<file path="src/sv/mcfe_pkg.sv">
// shared types and constants of the mcu command frame engine
`timescale 1ns / 1ps
package mcfe_pkg;

  localparam int unsigned FRAME_BYTES = 12;
  localparam int unsigned BIDX_W = 4;
  localparam logic [BIDX_W-1:0] FRAME_LEN = 4'd12;
  localparam logic [BIDX_W-1:0] SEQ_POS = 4'd1;
  localparam logic [BIDX_W-1:0] SUM_POS = 4'd11;

  localparam logic [7:0] PAD_BYTE = 8'hFF;
  localparam logic [3:0] REJECT_NIBBLE = 4'hF;

  localparam logic [1:0] CMD_QUEUE = 2'd0;
  localparam logic [1:0] CMD_REPLY = 2'd1;
  localparam logic [1:0] CMD_TICK = 2'd2;

  localparam logic KIND_TX = 1'b0;
  localparam logic KIND_VERDICT = 1'b1;

  localparam logic [3:0] V_OK = 4'd0;
  localparam logic [3:0] V_UNSOLICITED = 4'd1;
  localparam logic [3:0] V_BAD_SUM = 4'd2;
  localparam logic [3:0] V_RETRY = 4'd3;
  localparam logic [3:0] V_REQUEUED = 4'd4;
  localparam logic [3:0] V_ABORTED = 4'd5;
  localparam logic [3:0] V_BAD_ID = 4'd6;
  localparam logic [3:0] V_BAD_SEQ = 4'd7;
  localparam logic [3:0] V_QUEUE_FULL = 4'd8;

  localparam int unsigned CFG_IDX_W = 2;
  localparam logic [CFG_IDX_W-1:0] REG_RETRY_LIMIT = 2'd0;
  localparam logic [CFG_IDX_W-1:0] REG_HIGHEST_ID = 2'd1;
  localparam logic [2:0] RETRY_LIMIT_RST = 3'd3;
  localparam logic [7:0] HIGHEST_ID_RST = 8'd80;

  // commands from the controller to the datapath
  typedef struct packed {
    logic take_in;
    logic store_byte;
    logic drop_cmd;
    logic pad_load;
    logic pad_step;
    logic seal_seq;
    logic seal_sum;
    logic reply_step;
    logic tick;
    logic idx_clear;
    logic idx_inc;
    logic grab_cid;
    logic grab_cseq;
    logic judge;
    logic emit_tx;
    logic emit_verdict;
  } ctl_cmd_t;

  // status from the datapath to the controller
  typedef struct packed {
    logic [1:0] command;
    logic       last;
    logic       drop_needed;
    logic       reply_last;
    logic       pad_done;
    logic       send_done;
    logic       can_send;
    logic       empty;
    logic       full;
    logic       out_free;
  } dp_sts_t;

endpackage

</file>
<file path="src/sv/mcfe_datapath.sv">
// datapath: frame store, queue pointers, reply collector, judge and output register
`timescale 1ns / 1ps
module mcfe_datapath #(
  parameter int unsigned QUEUE_DEPTH = 16
) (
  input  logic                               clk_i,
  input  logic                               rst_ni,
  input  mcfe_pkg::ctl_cmd_t                 cmd_i,
  output mcfe_pkg::dp_sts_t                  sts_o,
  input  logic [1:0]                         command_i,
  input  logic [7:0]                         data_byte_i,
  input  logic                               last_byte_i,
  input  logic                               cfg_valid_i,
  input  logic [mcfe_pkg::CFG_IDX_W-1:0]     cfg_index_i,
  input  logic [7:0]                         cfg_data_i,
  input  logic                               out_stall_i,
  output logic                               out_valid_o,
  output logic                               kind_o,
  output logic [7:0]                         tx_byte_o,
  output logic                               frame_end_o,
  output logic [3:0]                         verdict_o,
  output logic [7:0]                         reply_id_o,
  output logic                               start_timer_o
);
  import mcfe_pkg::*;

  localparam int unsigned PW = (QUEUE_DEPTH > 1) ? $clog2(QUEUE_DEPTH) : 1;
  localparam int unsigned FW = $clog2(QUEUE_DEPTH + 1);
  localparam int unsigned MEM_DEPTH = QUEUE_DEPTH * FRAME_BYTES;
  localparam int unsigned AW = $clog2(MEM_DEPTH);
  localparam logic [FW-1:0] FILL_MAX = FW'(QUEUE_DEPTH);
  localparam logic [FW:0] QD_EXT = (FW + 1)'(QUEUE_DEPTH);
  localparam logic [PW-1:0] HEAD_LAST = PW'(QUEUE_DEPTH - 1);

  logic [1:0]        cmd_q;
  logic [7:0]        byte_q;
  logic              last_q;
  logic [PW-1:0]     head_q;
  logic [FW-1:0]     fill_q;
  logic [BIDX_W-1:0] bidx_q;
  logic              blocked_q;
  logic [7:0]        bsum_q;
  logic [7:0]        seq_q;
  logic              pend_q;
  logic [BIDX_W-1:0] ridx_q;
  logic [7:0]        rsum_q;
  logic [7:0]        rid_q;
  logic [7:0]        rseq_q;
  logic [7:0]        rlast_q;
  logic [7:0]        cid_q;
  logic [7:0]        cseq_q;
  logic [BIDX_W-1:0] idx_q;
  logic [3:0]        verdict_q;
  logic              st_q;
  logic [2:0]        limit_q;
  logic [7:0]        hid_q;
  logic [7:0]        rd_q;
  logic [2:0]        rc_q;

  logic              out_valid_q;
  logic              kind_q;
  logic [7:0]        tx_q;
  logic              end_q;
  logic [3:0]        vout_q;
  logic [7:0]        id_out_q;
  logic              st_out_q;

  logic [7:0] frame_mem [MEM_DEPTH];
  logic [2:0] rc_mem [QUEUE_DEPTH];

  logic              full;
  logic              empty;
  logic              can_send;
  logic [FW:0]       tail_sum;
  logic [PW-1:0]     tail;
  logic [AW-1:0]     head_base;
  logic [AW-1:0]     tail_base;
  logic [AW-1:0]     rd_addr;
  logic [AW-1:0]     wr_addr;
  logic [BIDX_W-1:0] wr_pos;
  logic [7:0]        wr_data;
  logic              wr_en;
  logic              store_ok;
  logic [7:0]        seq_next;
  logic [3:0]        cnt;
  logic [3:0]        j_verdict;
  logic              j_pop;
  logic              j_retry;
  logic              out_free;

  assign full = (fill_q == FILL_MAX);
  assign empty = (fill_q == '0);
  assign can_send = !empty && !pend_q;
  assign out_free = !out_valid_q || !out_stall_i;

  assign tail_sum = (FW + 1)'(head_q) + (FW + 1)'(fill_q);
  assign tail = (tail_sum >= QD_EXT) ? PW'(tail_sum - QD_EXT) : PW'(tail_sum);

  // slot * 12 as two shifts
  assign head_base = (AW'(head_q) << 3) + (AW'(head_q) << 2);
  assign tail_base = (AW'(tail) << 3) + (AW'(tail) << 2);
  assign rd_addr = head_base + AW'(idx_q);

  assign store_ok = cmd_i.store_byte && !full && (bidx_q < FRAME_LEN);
  assign seq_next = seq_q + 8'd1;
  assign wr_en = store_ok || cmd_i.pad_step || cmd_i.seal_seq || cmd_i.seal_sum;

  always_comb begin
    if (cmd_i.store_byte) begin
      wr_pos = bidx_q;
      wr_data = byte_q;
    end else if (cmd_i.pad_step) begin
      wr_pos = idx_q;
      wr_data = PAD_BYTE;
    end else if (cmd_i.seal_seq) begin
      wr_pos = SEQ_POS;
      wr_data = seq_next;
    end else begin
      wr_pos = SUM_POS;
      wr_data = bsum_q;
    end
  end
  assign wr_addr = tail_base + AW'(wr_pos);

  always_ff @(posedge clk_i) begin
    if (wr_en) begin
      frame_mem[wr_addr] <= wr_data;
    end
    rd_q <= frame_mem[rd_addr];
  end

  always_ff @(posedge clk_i) begin
    if (cmd_i.seal_sum) begin
      rc_mem[tail] <= 3'd0;
    end else if (cmd_i.judge && j_retry) begin
      rc_mem[head_q] <= cnt[2:0];
    end
    rc_q <= rc_mem[head_q];
  end

  // reply judgement, in priority order
  assign cnt = {1'b0, rc_q} + 4'd1;
  always_comb begin
    j_pop = 1'b0;
    j_retry = 1'b0;
    if (empty) begin
      j_verdict = V_UNSOLICITED;
    end else if (rlast_q != rsum_q) begin
      j_verdict = V_BAD_SUM;
      j_pop = 1'b1;
    end else if (rid_q[7:4] == REJECT_NIBBLE) begin
      if (pend_q) begin
        j_verdict = V_REQUEUED;
      end else if (cnt > {1'b0, limit_q}) begin
        j_verdict = V_ABORTED;
        j_pop = 1'b1;
      end else begin
        j_verdict = V_RETRY;
        j_retry = 1'b1;
      end
    end else begin
      j_pop = 1'b1;
      if ((rid_q != cid_q) || (rid_q > hid_q)) begin
        j_verdict = V_BAD_ID;
      end else if (rseq_q != cseq_q) begin
        j_verdict = V_BAD_SEQ;
      end else begin
        j_verdict = V_OK;
      end
    end
  end

  // control state
  always_ff @(posedge clk_i or negedge rst_ni) begin
    if (!rst_ni) begin
      head_q <= '0;
      fill_q <= '0;
      bidx_q <= '0;
      blocked_q <= 1'b0;
      bsum_q <= '0;
      seq_q <= '0;
      pend_q <= 1'b0;
      ridx_q <= '0;
      rsum_q <= '0;
      idx_q <= '0;
      limit_q <= RETRY_LIMIT_RST;
      hid_q <= HIGHEST_ID_RST;
      out_valid_q <= 1'b0;
    end else begin
      if (cfg_valid_i) begin
        case (cfg_index_i)
          REG_RETRY_LIMIT: limit_q <= cfg_data_i[2:0];
          REG_HIGHEST_ID:  hid_q <= cfg_data_i;
          default: ;
        endcase
      end
      if (cmd_i.store_byte) begin
        if (full) begin
          blocked_q <= 1'b1;
        end
        if (bidx_q < FRAME_LEN) begin
          bidx_q <= bidx_q + 4'd1;
        end
        if (store_ok && (bidx_q != SEQ_POS) && (bidx_q < SUM_POS)) begin
          bsum_q <= bsum_q + byte_q;
        end
      end
      if (cmd_i.drop_cmd || cmd_i.seal_sum) begin
        bidx_q <= '0;
        blocked_q <= 1'b0;
        bsum_q <= '0;
      end
      if (cmd_i.pad_step && (idx_q != SEQ_POS)) begin
        bsum_q <= bsum_q + PAD_BYTE;
      end
      if (cmd_i.seal_seq) begin
        seq_q <= seq_next;
        bsum_q <= bsum_q + seq_next;
      end
      if (cmd_i.seal_sum) begin
        fill_q <= fill_q + FW'(1);
      end
      if (cmd_i.judge) begin
        rsum_q <= '0;
        if (j_pop) begin
          head_q <= (head_q == HEAD_LAST) ? '0 : head_q + PW'(1);
          fill_q <= fill_q - FW'(1);
        end
        if (j_retry) begin
          pend_q <= 1'b1;
        end
      end
      if (cmd_i.tick) begin
        pend_q <= 1'b0;
      end
      if (cmd_i.reply_step) begin
        if (ridx_q < SUM_POS) begin
          rsum_q <= rsum_q + byte_q;
        end
        ridx_q <= (ridx_q >= SUM_POS) ? '0 : ridx_q + 4'd1;
      end
      if (cmd_i.pad_load) begin
        idx_q <= bidx_q;
      end else if (cmd_i.idx_clear) begin
        idx_q <= '0;
      end else if (cmd_i.pad_step || cmd_i.idx_inc) begin
        idx_q <= idx_q + 4'd1;
      end
      if (cmd_i.emit_tx || cmd_i.emit_verdict || cmd_i.drop_cmd) begin
        out_valid_q <= 1'b1;
      end else if (!out_stall_i) begin
        out_valid_q <= 1'b0;
      end
    end
  end

  // payload registers
  always_ff @(posedge clk_i) begin
    if (cmd_i.take_in) begin
      cmd_q <= command_i;
      byte_q <= data_byte_i;
      last_q <= last_byte_i;
    end
    if (cmd_i.reply_step) begin
      if (ridx_q == '0) rid_q <= byte_q;
      if (ridx_q == SEQ_POS) rseq_q <= byte_q;
      if (ridx_q == SUM_POS) rlast_q <= byte_q;
    end
    if (cmd_i.grab_cid) cid_q <= rd_q;
    if (cmd_i.grab_cseq) cseq_q <= rd_q;
    if (cmd_i.judge) begin
      verdict_q <= j_verdict;
      st_q <= j_retry;
    end
    if (cmd_i.emit_tx) begin
      kind_q <= KIND_TX;
      tx_q <= rd_q;
      end_q <= (idx_q == SUM_POS);
      vout_q <= V_OK;
      id_out_q <= '0;
      st_out_q <= 1'b0;
    end else if (cmd_i.emit_verdict) begin
      kind_q <= KIND_VERDICT;
      tx_q <= '0;
      end_q <= !can_send;
      vout_q <= verdict_q;
      id_out_q <= rid_q;
      st_out_q <= st_q;
    end else if (cmd_i.drop_cmd) begin
      kind_q <= KIND_VERDICT;
      tx_q <= '0;
      end_q <= 1'b1;
      vout_q <= V_QUEUE_FULL;
      id_out_q <= '0;
      st_out_q <= 1'b0;
    end
  end

  assign sts_o.command = cmd_q;
  assign sts_o.last = last_q;
  assign sts_o.drop_needed = blocked_q || full;
  assign sts_o.reply_last = (ridx_q >= SUM_POS);
  assign sts_o.pad_done = (idx_q >= SUM_POS);
  assign sts_o.send_done = (idx_q == SUM_POS);
  assign sts_o.can_send = can_send;
  assign sts_o.empty = empty;
  assign sts_o.full = full;
  assign sts_o.out_free = out_free;

  assign out_valid_o = out_valid_q;
  assign kind_o = kind_q;
  assign tx_byte_o = tx_q;
  assign frame_end_o = end_q;
  assign verdict_o = vout_q;
  assign reply_id_o = id_out_q;
  assign start_timer_o = st_out_q;

endmodule

</file>
<file path="src/sv/mcfe_controller.sv">
// controller state machine sequencing queue, seal, send and judge steps
`timescale 1ns / 1ps
module mcfe_controller (
  input  logic               clk_i,
  input  logic               rst_ni,
  input  logic               in_valid_i,
  output logic               in_stall_o,
  input  mcfe_pkg::dp_sts_t  sts_i,
  output mcfe_pkg::ctl_cmd_t cmd_o
);
  import mcfe_pkg::*;

  localparam logic [3:0] S_IDLE     = 4'd0;
  localparam logic [3:0] S_DISPATCH = 4'd1;
  localparam logic [3:0] S_DROP     = 4'd2;
  localparam logic [3:0] S_PAD_INIT = 4'd3;
  localparam logic [3:0] S_PAD      = 4'd4;
  localparam logic [3:0] S_SEAL_SEQ = 4'd5;
  localparam logic [3:0] S_SEAL_SUM = 4'd6;
  localparam logic [3:0] S_SEND_CHK = 4'd7;
  localparam logic [3:0] S_SEND_RD  = 4'd8;
  localparam logic [3:0] S_SEND_OUT = 4'd9;
  localparam logic [3:0] S_JG_CLR   = 4'd10;
  localparam logic [3:0] S_JG_RD0   = 4'd11;
  localparam logic [3:0] S_JG_ID    = 4'd12;
  localparam logic [3:0] S_JG_SEQ   = 4'd13;
  localparam logic [3:0] S_JG_EVAL  = 4'd14;
  localparam logic [3:0] S_VERDICT  = 4'd15;

  logic [3:0] state_q;
  logic [3:0] state_d;

  assign in_stall_o = (state_q != S_IDLE);

  always_comb begin
    state_d = state_q;
    cmd_o = '0;
    case (state_q)
      S_IDLE: begin
        if (in_valid_i) begin
          cmd_o.take_in = 1'b1;
          state_d = S_DISPATCH;
        end
      end
      S_DISPATCH: begin
        case (sts_i.command)
          CMD_QUEUE: begin
            cmd_o.store_byte = 1'b1;
            if (!sts_i.last) begin
              state_d = S_IDLE;
            end else if (sts_i.drop_needed) begin
              state_d = S_DROP;
            end else begin
              state_d = S_PAD_INIT;
            end
          end
          CMD_REPLY: begin
            cmd_o.reply_step = 1'b1;
            state_d = sts_i.reply_last ? S_JG_CLR : S_IDLE;
          end
          CMD_TICK: begin
            cmd_o.tick = 1'b1;
            state_d = S_SEND_CHK;
          end
          default: state_d = S_IDLE;
        endcase
      end
      S_DROP: begin
        if (sts_i.out_free) begin
          cmd_o.drop_cmd = 1'b1;
          state_d = S_IDLE;
        end
      end
      S_PAD_INIT: begin
        cmd_o.pad_load = 1'b1;
        state_d = S_PAD;
      end
      S_PAD: begin
        if (sts_i.pad_done) begin
          state_d = S_SEAL_SEQ;
        end else begin
          cmd_o.pad_step = 1'b1;
        end
      end
      S_SEAL_SEQ: begin
        cmd_o.seal_seq = 1'b1;
        state_d = S_SEAL_SUM;
      end
      S_SEAL_SUM: begin
        cmd_o.seal_sum = 1'b1;
        state_d = sts_i.empty ? S_SEND_CHK : S_IDLE;
      end
      S_SEND_CHK: begin
        if (sts_i.can_send) begin
          cmd_o.idx_clear = 1'b1;
          state_d = S_SEND_RD;
        end else begin
          state_d = S_IDLE;
        end
      end
      S_SEND_RD: begin
        state_d = S_SEND_OUT;
      end
      S_SEND_OUT: begin
        if (sts_i.out_free) begin
          cmd_o.emit_tx = 1'b1;
          if (sts_i.send_done) begin
            state_d = S_IDLE;
          end else begin
            cmd_o.idx_inc = 1'b1;
            state_d = S_SEND_RD;
          end
        end
      end
      S_JG_CLR: begin
        cmd_o.idx_clear = 1'b1;
        state_d = S_JG_RD0;
      end
      S_JG_RD0: begin
        cmd_o.idx_inc = 1'b1;
        state_d = S_JG_ID;
      end
      S_JG_ID: begin
        cmd_o.grab_cid = 1'b1;
        state_d = S_JG_SEQ;
      end
      S_JG_SEQ: begin
        cmd_o.grab_cseq = 1'b1;
        state_d = S_JG_EVAL;
      end
      S_JG_EVAL: begin
        cmd_o.judge = 1'b1;
        state_d = S_VERDICT;
      end
      S_VERDICT: begin
        if (sts_i.out_free) begin
          cmd_o.emit_verdict = 1'b1;
          state_d = S_SEND_CHK;
        end
      end
      default: state_d = S_IDLE;
    endcase
  end

  always_ff @(posedge clk_i or negedge rst_ni) begin
    if (!rst_ni) begin
      state_q <= S_IDLE;
    end else begin
      state_q <= state_d;
    end
  end

endmodule

</file>
<file path="src/sv/mcu_command_frame_engine_unit.sv">
// top level of the mcu command frame engine
`timescale 1ns / 1ps
// host side of a 12-byte request/reply link to a power controller mcu.
// input channel (in_valid_i / in_stall_o) carries one item per byte event:
//   command 0 queues a command byte, 1 delivers a reply byte, 2 is a
//   recovery timer expiry; command 3 is swallowed without a result.
// output channel (out_valid_o / out_stall_i) carries transmit bytes
//   (kind 0, frame_end on the twelfth) and reply verdicts (kind 1).
// config channel (cfg_valid_i / cfg_ready_o, always ready): index 0 is
//   retry_limit, index 1 highest_reply_id; other indexes are dropped.
// one item at a time: a plain queued byte is stored and the sequencer goes
//   back to idle, the last byte of a command adds padding and sealing in the
//   frame memory, a reply judgement reads the queued id and seq before its
//   verdict; each sent frame byte is read through the single frame memory read port.
// results go through one output register; a stalled receiver holds the
//   sequencer where it is, nothing is lost.
// reset empties the queue, clears counters and the pending wait, and
//   loads the register defaults; the frame store needs no clearing.
module mcu_command_frame_engine_unit #(
  parameter int unsigned QUEUE_DEPTH = 16
) (
  input  logic                           clk_i,
  input  logic                           rst_ni,
  input  logic                           in_valid_i,
  output logic                           in_stall_o,
  input  logic [1:0]                     command_i,
  input  logic [7:0]                     data_byte_i,
  input  logic                           last_byte_i,
  output logic                           out_valid_o,
  input  logic                           out_stall_i,
  output logic                           kind_o,
  output logic [7:0]                     tx_byte_o,
  output logic                           frame_end_o,
  output logic [3:0]                     verdict_o,
  output logic [7:0]                     reply_id_o,
  output logic                           start_timer_o,
  input  logic                           cfg_valid_i,
  output logic                           cfg_ready_o,
  input  logic [mcfe_pkg::CFG_IDX_W-1:0] cfg_index_i,
  input  logic [7:0]                     cfg_data_i
);
  import mcfe_pkg::*;

  ctl_cmd_t ctl_cmd;
  dp_sts_t  dp_sts;

  // registers take a write in any cycle
  assign cfg_ready_o = 1'b1;

  mcfe_controller u_ctl (
    .clk_i      (clk_i),
    .rst_ni     (rst_ni),
    .in_valid_i (in_valid_i),
    .in_stall_o (in_stall_o),
    .sts_i      (dp_sts),
    .cmd_o      (ctl_cmd)
  );

  mcfe_datapath #(
    .QUEUE_DEPTH(QUEUE_DEPTH)
  ) u_dp (
    .clk_i         (clk_i),
    .rst_ni        (rst_ni),
    .cmd_i         (ctl_cmd),
    .sts_o         (dp_sts),
    .command_i     (command_i),
    .data_byte_i   (data_byte_i),
    .last_byte_i   (last_byte_i),
    .cfg_valid_i   (cfg_valid_i & cfg_ready_o),
    .cfg_index_i   (cfg_index_i),
    .cfg_data_i    (cfg_data_i),
    .out_stall_i   (out_stall_i),
    .out_valid_o   (out_valid_o),
    .kind_o        (kind_o),
    .tx_byte_o     (tx_byte_o),
    .frame_end_o   (frame_end_o),
    .verdict_o     (verdict_o),
    .reply_id_o    (reply_id_o),
    .start_timer_o (start_timer_o)
  );

`ifndef SYNTHESIS
  // an accepted item holds off the next one: the input stalls in the cycle after acceptance
  a_one_at_a_time: assert property (@(posedge clk_i) disable iff (!rst_ni)
    (in_valid_i && !in_stall_o) |=> in_stall_o)
    else $error("item accepted while previous one still in work");

  // verdict items never carry a transmit byte
  a_verdict_no_tx: assert property (@(posedge clk_i) disable iff (!rst_ni)
    (out_valid_o && (kind_o == KIND_VERDICT)) |-> (tx_byte_o == 8'd0))
    else $error("verdict item with nonzero tx byte");

  // timer start only comes with a retry verdict
  a_timer_retry: assert property (@(posedge clk_i) disable iff (!rst_ni)
    (out_valid_o && start_timer_o) |-> ((kind_o == KIND_VERDICT) && (verdict_o == V_RETRY)))
    else $error("timer start without retry verdict");

  // queue never reads as both full and empty
  a_queue_flags: assert property (@(posedge clk_i) disable iff (!rst_ni)
    !(dp_sts.full && dp_sts.empty))
    else $error("queue fill flags inconsistent");
`endif

endmodule

</file>
<file path="config.mk">
export PLATFORM = sky130hd
export DESIGN_NAME = mcu_command_frame_engine_unit
export DESIGN_NICKNAME = d
export VERILOG_FILES = /design/src/sv/mcfe_pkg.sv /design/src/sv/mcfe_datapath.sv /design/src/sv/mcfe_controller.sv /design/src/sv/mcu_command_frame_engine_unit.sv
export SDC_FILE = /design/constraint.sdc
export NUM_CORES = 2
export LEC_CHECK = 0
export ABC_AREA = 1
export BUFFER_PORTS_ARGS = -buffer_cell sky130_fd_sc_hd__buf_2
export CAP_MARGIN = 15
export CORE_MARGIN = 1.5
export CORE_UTILIZATION = 65
export CTS_CLUSTER_DIAMETER = 120
export DETAILED_ROUTE_END_ITERATION = 7
export PLACE_DENSITY = 0.84
export SYNTH_ARGS = -nofsm -noshare
export SYNTH_HDL_FRONTEND = slang
export SYNTH_HIERARCHICAL = 1
export SYNTH_SLANG_ARGS = --single-unit
</file>
<file path="constraint.sdc">
create_clock -name clk_i -period 22.9 [get_ports clk_i]
set_clock_uncertainty 0.15 [all_clocks]
set_input_delay 4.58 -clock clk_i [delete_from_list [all_inputs] [get_ports clk_i]]
set_output_delay 4.58 -clock clk_i [all_outputs]
set_load 0.05 [all_outputs]
</file>
==> impl_metrics.tcl <==
set metrics [dict create \
    die-width_um 339 \
    num_antenna_cells 0 \
    nets 6392 \
    clock_sink_count 1736 \
    drcViolationCount 2 \
    row_count 122 \
    max_capacitance_violation_count 0 \
    cp.buffers_inverters 3 \
    clk_path_buf_depth 3 \
    rsz_0062_raised_after_global_routing "no" \
    run_status "finished, violations left" \
    worstSetupEndpoint "in_stall_o" \
    grt_usage_pct 32.3 \
    failed_checks "DRC" \
    cp.arrival_ns 1.92 \
    cts_setup_buffers 0 \
    power.density_mw_per_mm2 159 \
    final.setup.tns_ns 0 \
    finalWorstPathRequiredPeriod_ns 6.65 \
    cp_top_family "flip-flops" \
    slew_viol_final 0 \
    cp.required_ns 18.17 \
    core-area_mm2 0.111 \
    timing.final.setup_violations 0 \
    total_i_o_pin_count 52 \
    initial_core_util_pct 65.8 \
    max_stage_delay_ns 0.45 \
    gate_count_after_technology_mapping 6419 \
    largest_net_degree_at_the_start_of_global_routing 271 \
    critical_path.endpoint_type "primary output" \
    place_congestion 0.949 \
    post_route_cells_drive_above_1_share_pct 6.80 \
    drt_pre_antenna_iters 8 \
    flow.area_growth_from_synthesis_pct 8.39 \
    whs_path_depth 1 \
    worst-slew-pin-transition_ns 1.36 \
    cts_hold_buf 0 \
    max_frequency_mhz 150 \
    finalCoreUtilization_pct 71.3 \
    irDropWorstVdd_uv 202 \
    detailedPlacementHpwl_um 105000 \
    reg2reg_from "u_dp/idx_q[1]" \
    crit_slowest_cell "sky130_fd_sc_hd__dfrtp_1" \
    postCtsResizedCells 0 \
    wl_per_cell_um 23.5 \
    power.leakage_nw 28.7 \
    grt_pass1_vias 48700 \
    r2r_setup_slack_ns 16.55 \
    cp-startpoint "u_ctl/state_q[2]" \
    vias_per_cell 6.37 \
    critical_path.cell_chain "inv_1 > nand2_2 > nor2_1 > inv_1 > buf_2" \
    layout_worst_path_cycle_share_pct 29.0 \
    grt_first_pass_wirelength_um 281000 \
    post_synth_instance_area_mm2 0.0732 \
    crit_path_start_kind "flip-flop" \
    reg2regPathDepth 19 \
    placed_cells 7614 \
    cts-root-buf "sky130_fd_sc_hd__clkbuf_16" \
    relSlewSlack_pct 9.17 \
    numCtsBuffers 167 \
    timing_worst_setup_path_type "reg -> out" \
    path_depth 5 \
    finalHoldViolCount 0 \
    path_max_fanout 6 \
    drt-initial-drc-count 8029 \
    antenna_found_initial 3 \
    timing.rr.end "u_dp/frame_mem[47][3]" \
    min-delay-path-class "reg -> reg" \
    synth_nets 6516 \
    syn_area_per_cell_um2 11.4 \
    htree_levels 4 \
    cell_count_final_fillers_out 7914 \
    tritoncts "done" \
    totalWireLength_um 186000 \
    path_clk_slew_ns 0.06 \
    critPathMostFrequentCell "sky130_fd_sc_hd__inv_1" \
    buffer_ports.inserted 50 \
    postRouteAntennaNets 0 \
    die_h_um 339 \
    insertion_delay_ns 0.79 \
    grt.overflow.total 0 \
    via_count 50400 \
    ys_warn_count 6 \
    die-area_mm2 0.115 \
]
-- power by group --
group	switching, mW	internal [mW]	leakage (nW)	total [mW]
registers	0.132	4.52	15.8	4.65
clock network	1.17	1.50	2.59	2.67
logic	4.24	1.09	10.3	5.33
total	5.53	7.11	28.7	12.6
-- through the flow --
| step | setup WS (ns) | total power [mW] | hold slack [ns] | instance area (µm²) |
|---|---|---|---|---|
| 6_report | 16.25 | 12.6 | 0.317 | 79400 |
| 5_1_grt | 16.12 | 13.1 | 0.329 | 79400 |
| 4_1_cts | 16.23 | 12.4 | 0.317 | 79400 |
| 3_5_place_dp | 16.07 | 9.77 | 0.304 | 74100 |
| 3_3_place_gp | 16.15 | 9.64 | 0.300 | 74100 |
| 2_1_floorplan | 14.90 | 8.02 | 0.276 | 73200 |
-- placed cells by master (no fill, tap or decap), drive strengths merged, types with 7 or more instances in the layout --
cell type,count
fa,8
edfxtp,1648
nor3,15
o21ai,96
a21oi,207
o211ai,7
nand4,16
xor2,31
clkinv,67
nand2,1939
o221ai,13
a22o,11
nor2,336
dfrtp,59
dfxtp,25
nand3,1292
bufinv,10
ha,63
inv,160
o31ai,50
o22ai,7
buf,96
xnor2,24
clkbuf,213
-- layout make-up --
type                       instances  area, µm²
tap                             1488       1860
sequential                      1736      51600
inverter                         154        621
fill                            6891      31900
multi-input combinational       4140      19300
clock inverter                    87        815
timing repair buffer              96        683
clock buffer                     213       4490
-- layer usage --
metal	GRT usage, %	wire length, µm	share of wire [%]	vias up
li1	-	-	-	22300
met1	42.1	65200	35	23700
met2	50.6	86700	47	3710
met3	7.61	24000	13	677
met4	17.8	10400	5.6	4
met5	0	38	0.020	-
-- registers in the layout (all words and copies together), names as in the netlist, 5 cells and up --
signal,cells
u_dp/reply_id_o,8
u_dp/rd_q,8
u_dp/frame_mem,1536
u_dp/byte_q,8
u_dp/rsum_q,8
u_dp/cid_q,8
u_dp/hid_q,8
u_dp/fill_q,5
u_dp/rlast_q,8
u_dp/seq_q,8
u_dp/rseq_q,8
u_dp/bsum_q,8
u_dp/rc_mem,48
u_dp/rid_q,8
u_dp/cseq_q,8
u_dp/tx_byte_o,8
-- how the worst min path moves through the flow --
stage,startpoint,to,slack [ns]
global route,u_dp/reply_id_o[2],u_dp/reply_id_o[2],0.33
CTS,u_dp/verdict_q[1],u_dp/verdict_o[1],0.32
global placement,u_dp/st_q,u_dp/start_timer_o,0.30
floorplan,u_dp/rd_q[0],u_dp/cid_q[0],0.28
detailed placement,u_dp/verdict_q[1],u_dp/verdict_o[1],0.30
finish,u_dp/verdict_q[1],u_dp/verdict_o[1],0.32
Note: power is estimated with default switching activity, not from simulation.
